**src/rtl/mi3_pkg.sv**
```systemverilog
// Shared types and constants for the 3x3 fixed-point matrix inverse.
// No dependencies; used by mi3_div_stage and matrix_inverse_3x3.
package mi3_pkg;

  localparam int NUM_ENTRIES = 9;
  localparam int Q_SHIFT     = 28;
  localparam int QUO_BITS    = 33;
  localparam int REM_W       = 60;
  localparam int DEN_W       = 48;

  // Cofactor k = a[COF_A[k]]*a[COF_B[k]] - a[COF_C[k]]*a[COF_D[k]]
  localparam logic [3:0] COF_A [NUM_ENTRIES] = '{4'd4, 4'd2, 4'd1, 4'd5, 4'd0, 4'd2, 4'd3, 4'd1, 4'd0};
  localparam logic [3:0] COF_B [NUM_ENTRIES] = '{4'd8, 4'd7, 4'd5, 4'd6, 4'd8, 4'd3, 4'd7, 4'd6, 4'd4};
  localparam logic [3:0] COF_C [NUM_ENTRIES] = '{4'd5, 4'd1, 4'd2, 4'd3, 4'd2, 4'd0, 4'd4, 4'd0, 4'd1};
  localparam logic [3:0] COF_D [NUM_ENTRIES] = '{4'd7, 4'd8, 4'd4, 4'd8, 4'd6, 4'd5, 4'd6, 4'd7, 4'd3};

  typedef struct packed {
    logic [REM_W-1:0]    rem;
    logic [QUO_BITS-1:0] quo;
    logic                neg;
    logic                ovf;
  } lane_t;

  typedef struct packed {
    lane_t [NUM_ENTRIES-1:0] lane;
    logic [DEN_W-1:0]        den;
    logic                    singular;
  } div_t;

endpackage

```
**src/rtl/mi3_div_stage.sv**
```systemverilog
// One registered restoring-division step for all nine lanes.
// Depends on mi3_pkg for the lane and stage types.
module mi3_div_stage #(
  parameter int BIT = 0
) (
  input  logic          clk,
  input  logic          rst,
  input  logic          in_valid,
  output logic          in_ready,
  input  mi3_pkg::div_t in_data,
  output logic          out_valid,
  input  logic          out_ready,
  output mi3_pkg::div_t out_data
);

  localparam int CMP_W = mi3_pkg::DEN_W + mi3_pkg::QUO_BITS;

  mi3_pkg::div_t data_next;
  logic [CMP_W-1:0] den_sh;

  assign in_ready = !out_valid || out_ready;
  assign den_sh   = CMP_W'(in_data.den) << BIT;

  always_comb begin
    data_next = in_data;
    for (int k = 0; k < mi3_pkg::NUM_ENTRIES; k++) begin
      if (CMP_W'(in_data.lane[k].rem) >= den_sh) begin
        data_next.lane[k].rem      = in_data.lane[k].rem - den_sh[mi3_pkg::REM_W-1:0];
        data_next.lane[k].quo[BIT] = 1'b1;
      end
    end
  end

  always_ff @(posedge clk) begin
    if (rst) begin
      out_valid <= 1'b0;
    end else if (in_ready) begin
      out_valid <= in_valid;
    end
  end

  always_ff @(posedge clk) begin
    if (in_ready && in_valid) begin
      out_data <= data_next;
    end
  end

endmodule

```
**config.mk**
```make
export PLATFORM = sky130hd
export DESIGN_NAME = mi3_div_stage
export DESIGN_NICKNAME = d
export VERILOG_FILES = /design/src/rtl/mi3_pkg.sv /design/src/rtl/mi3_div_stage.sv
export SDC_FILE = /design/constraint.sdc
export NUM_CORES = 2
export LEC_CHECK = 0
export BUFFER_PORTS_ARGS = -buffer_cell sky130_fd_sc_hd__buf_4
export CORE_AREA = 2 2 703 705
export DETAILED_ROUTE_END_ITERATION = 8
export DIE_AREA = 0 0 705 707
export MAX_ROUTING_LAYER = met4
export PLACE_DENSITY = 0.3
export REMOVE_ABC_BUFFERS = 1
export SLEW_MARGIN = 20
export SYNTH_ARGS = -nofsm -noshare
export SYNTH_HDL_FRONTEND = slang
export SYNTH_SLANG_ARGS = --single-unit
```
**constraint.sdc**
```tcl
create_clock -name clk -period 42.7 [get_ports clk]
set_input_delay 4.27 -clock clk [delete_from_list [all_inputs] [get_ports clk]]
set_output_delay 4.27 -clock clk [all_outputs]
set_load 0.02 [all_outputs]
```
### Yosys cells after proc, flatten, opt, wreduce, memory -nomap -nowiden

Cells that the tools add are included.

| word-level totals | value |
|---|---|
| flip-flop bits (word level) | 905 |
| input port bits | 908 |
| output and inout bits | 906 |
| logic and storage cells | 78 |

| operators by class | value |
|---|---|
| add/subtract/negate cells | 9 |
| magnitude comparators | 9 |
| muxes and demuxes | 9 |
| reductions and logical operators | 3 |

Operators by type and width:

| kind | number |
|---|---|
| greater-or-equal comparator 60 x 48 -> 1 bit | 9 |
| two-way mux 60 bit | 9 |
| subtractor 60 x 48 -> 60 bit | 9 |
| logical AND 1 bit | 1 |
| logical NOT 1 bit | 1 |
| logical OR 1 bit | 1 |

### Logic depth before layout (Yosys ltp)

| depth | value |
|---|---|
| depth in word-level cells | 3 |
| gate-level depth with buffers | 16 |
| depth with buffers taken out | 14 |

### Worst setup path before layout

No wires, ideal clock.

| timing path | value |
|---|---|
| path type | input -> register |
| start | in out_ready |
| end | reg out_data[0] in the netlist's numbering (enable) |
| library setup time | 1.390 ns |
| arrival time | 24.907 ns |
| setup slack | 16.403 ns |
| cell stages on the path | 2 |
| cell sequence | nand2b_1 -> and2_1 |

| between the ends | value |
|---|---|
| cells in the longest elaborated chain, start to end | 2 |

RTL lines:

| what | RTL line | text |
|---|---|---|
| from (decl) | mi3_div_stage.sv:12 | `input logic out_ready,` |
| logical OR 1 bit | mi3_div_stage.sv:21 | `assign in_ready = !out_valid \|\| out_ready;` |
| logical AND 1 bit | mi3_div_stage.sv:43 | `if (in_ready && in_valid) begin` |
| to (signal assigned) | mi3_div_stage.sv:44 | `out_data <= data_next;` |
| to (decl) | mi3_div_stage.sv:13 | `output mi3_pkg::div_t out_data` |

Every way passes these cells.
A chain may end at the register's enable or synchronous reset.

==> summary.txt <==
Global routing
  – Total Routing Usage GR: around 19%
  – Vias in the first global route: a little under 60000
  – Initial antenna violation count: between 150 and 200
  – Largest net degree at the start of global routing: approximately 130
  – Grt total ovfl: 0
  – Global-route wire length before repair: approximately 600 mm

Status
  – Status: complete, no violations

Synth
  – Distinct cells, synth: 91
  – #FFs+latches synth: 905
  – Mean Syn Cell Area: roughly 10 um2
  – Post-Syn Instances: between 5000 and 6000
  – Seq/Total Area, Yosys: between 40% and 50%
  – Synth area leader: edfxtp_1
  – Post-synth ARST share: 0%
  – Top cells by area, synth: edfxtp_1, ha_1, a21oi_1
  – Synth Cell Area: 0.05914 mm2
  – Ys Warns: 0
  – Yosys top cell area share: roughly 46%
  – EDFF count, synth: about 900
  – Dominant synthesized flop cell: edfxtp_1

Cells and area
  – Commonest non-fill, non-tap cells in the layout: buf_4, edfxtp_1, a21oi_1, nor2_1, nand2_1
  – P&R area growth vs syn: 44.80%
  – Area of the multi-input gates: ~0.030 mm2
  – Flip-flop and latch area: between 0.02 and 0.03 mm2
  – Layout cells sized above 1: between 20% and 30%
  – Most common cell after layout, fill and taps aside: buf_4
  – Final nets: 9075
  – Cell area after layout: 0.08563 mm2
  – Fill count: around 55000
  – Finished Core Util: between 15 and 20%

STA
  – Worst Clk Skew: 0.06306 ns
  – Fin crit share: about 22%
  – RSZ-0062 raised after global routing: false
  – Final setup fails: 0
  – Final Hold Fails: 0
  – Relative slew slack: around a quarter
  – Slew @ Worst Pin: around 1.1 ns
  – Slew Limit Fails: 0
  – Min cycle time layout: approximately 9 ns
  – Setup TNS: 0 ns
  – Fmax achieved: about 110 MHz
  – Hold WS: approximately 0.55 ns

Clock network
  – Clk buf depth: 4
  – Clock root cell: clkbuf_16
  – CTS Sinks: between 900 and 1000
  – # Post-CTS Setup Buffers: 0
  – Hold-fix buffers, CTS: 0
  – Post-CTS resize count: 0
  – CTS Buf Count: between 100 and 150
  – Clk_lat worst skew: ~0.9 ns
  – Worst-path clk slew: about 0.07 ns
  – H-tree levels: 4
  – CTS tree: yes

Pwr
  – Internal power: roughly 2.2 mW
  – Total leakage power: about 34 nW
  – Switching power: ~1.3 mW
  – Combinational share of power: 30.3%
  – Power share of the clock group: about 37%
  – Worst VDD drop: 0.02639 mV
  – Switching share of total power: 36.31%
  – Reg power frac: between 30% and 40%
  – Power per cell area: about 40 mW/mm2

Floorplanning
  – Standard-cell rows: ~260
  – CORE AREA: 0.4916 mm2
  – Ports: 1814
  – Die H: just over 700 um
  – Die width: 705 um
  – Initial Util: between 10% and 20%
  – Die Area: 0.4984 mm2

Setup path
  – Startpoint type of the worst setup path: primary input
  – Crit end category: register
  – Worst endpoint required time: approximately 43 ns
  – R2r worst-path depth: 6
  – CP max FO: 11
  – Worst Path Arrival: just under 10 ns
  – Crit Reg-Reg Startpoint: out_valid
  – Reg2reg end: out_data[635]
  – Type of the worst setup path: primary input to register
  – R2R setup slack: 37.92 ns

Detailed routing
  – Initial drt markers: between 3000 and 4000
  – Via density: about 3.9
  – DRT Wirelength: between 400 and 500 mm
  – Residual DRC: 0
  – First-pass DRT Iterations: 6
  – Antenna violation net count after detailed routing: 0
  – Total number of vias: roughly 57000
  – Routed wire length per instance: 33.69 um

Hold path
  – Hold EP: out_valid
  – Depth of the worst hold-timing path: 2
  – Hold_sp: out_valid
  – Worst Hold Class: register to register

Place
  – Routability Congestion: 0.9251
  – Placement Cell Area: slightly above 0.08 mm2
  – Input/output buffers: 1813
  – Post-DP HPWL: ~400 mm

Run
  – Max-Cap Viols: 0
-- sequential cells by signal, indices dropped and copies added, names as in the netlist --
name,cells
out_valid,1
out_data,904
-- through the flow --
step	power [mW]	std cells	worst slack (ns)
2_1_floorplan	1.691	5690	16.40
3_3_place_gp	2.249	14080	31.94
3_5_place_dp	2.240	14080	32.33
4_1_cts	3.556	14330	33.27
5_1_grt	3.615	14430	33.29
6_report	3.454	14440	33.46
-- synthesized netlist by cell type (40+ instances only) --
cell type and n:
a21oi_1 745, nand2b_1 52, a211oi_1 45, nor2_1 528
ha_1 432, o21ai_0 386, xnor2_1 289, clkbuf_1 219
nand2_1 520, inv_1 174, nand4_1 115, a21o_1 216
edfxtp_1 904, nor2b_1 53, nor3_1 103, a31oi_1 40
xor2_1 212, nand3_1 123, mux2_2 68, nor4_1 53
o21bai_1 92, and3_1 41, o21a_1 51
-- power groups by stage --
stage / Sequential, mW / Clock, mW / Combinational [mW]
floorplan: 1.29 / 0 / 0.398
global placement: 1.17 / 0 / 1.08
detailed placement: 1.16 / 0 / 1.08
CTS: 1.15 / 1.33 / 1.08
global route: 1.15 / 1.35 / 1.12
finish: 1.14 / 1.26 / 1.05
-- area by class of cell --
| type | count | area share (%) |
|---|---|---|
| Multi-Input combinational cell | 4611 | 35.53 |
| Sequential cell | 905 | 31.72 |
| Timing Repair Buffer | 1889 | 16.60 |
| Tap cell | 6500 | 9.497 |
| Clock buffer | 169 | 4.367 |
| Clock inverter | 84 | 1.163 |
| Inverter | 174 | 0.7876 |
| Antenna cell | 112 | 0.3273 |
-- routing by layer --
metal / part of all wire, % / routed length, um / track usage, %
met1: 33 / 162900 / 17.74
met2: 56 / 273000 / 37.69
met3: 6.1 / 29490 / 4.970
met4: 4.4 / 21210 / 7.041
met5: 0 / 0 / -
-- critical path, stage by stage --
cell	delay (ns)
buf_4	0.38
inv_1	0.62
ha_1	0.51
nor2b_1	0.16
o31a_1	0.30
o21ai_0	0.36
o211ai_1	0.26
a21oi_1	0.49
o31a_1	0.30
o21ai_0	0.23
a221oi_1	0.77
nor4_2	0.25
nor4bb_1	0.67
xor2_1	0.14
-- cells by family (layout without fill, tap and decap cells) --
| group | after synthesis | in the layout | share of synthesized area (%) |
|---|---|---|---|
| AO/OA/AOI/OAI | 1842 | 1842 | 18.99 |
| XOR/XNOR | 501 | 501 | 7.420 |
| adder cells (fa/ha/maj) | 441 | 441 | 9.444 |
| buffers and inverters | 426 | 2316 | 2.820 |
| flip-flops | 905 | 905 | 45.94 |
| multiplexers | 73 | 73 | 1.379 |
| other | 0 | 112 | 0 |
| AND/OR/NAND/NOR | 1754 | 1754 | 14.01 |
-- worst max-delay path by stage --
stage,startpoint,endpoint,slack (ns),cells after the start
2_1_floorplan,out_ready,out_data[0],16.40,2
3_3_place_gp,in_data[14],out_data[708],31.94,14
3_5_place_dp,in_data[48],out_data[756],32.33,10
4_1_cts,in_data[48],out_data[756],33.27,10
5_1_grt,in_data[2],out_data[709],33.29,14
6_report,in_data[2],out_data[709],33.46,14
Power figures use the tool's default switching activity.
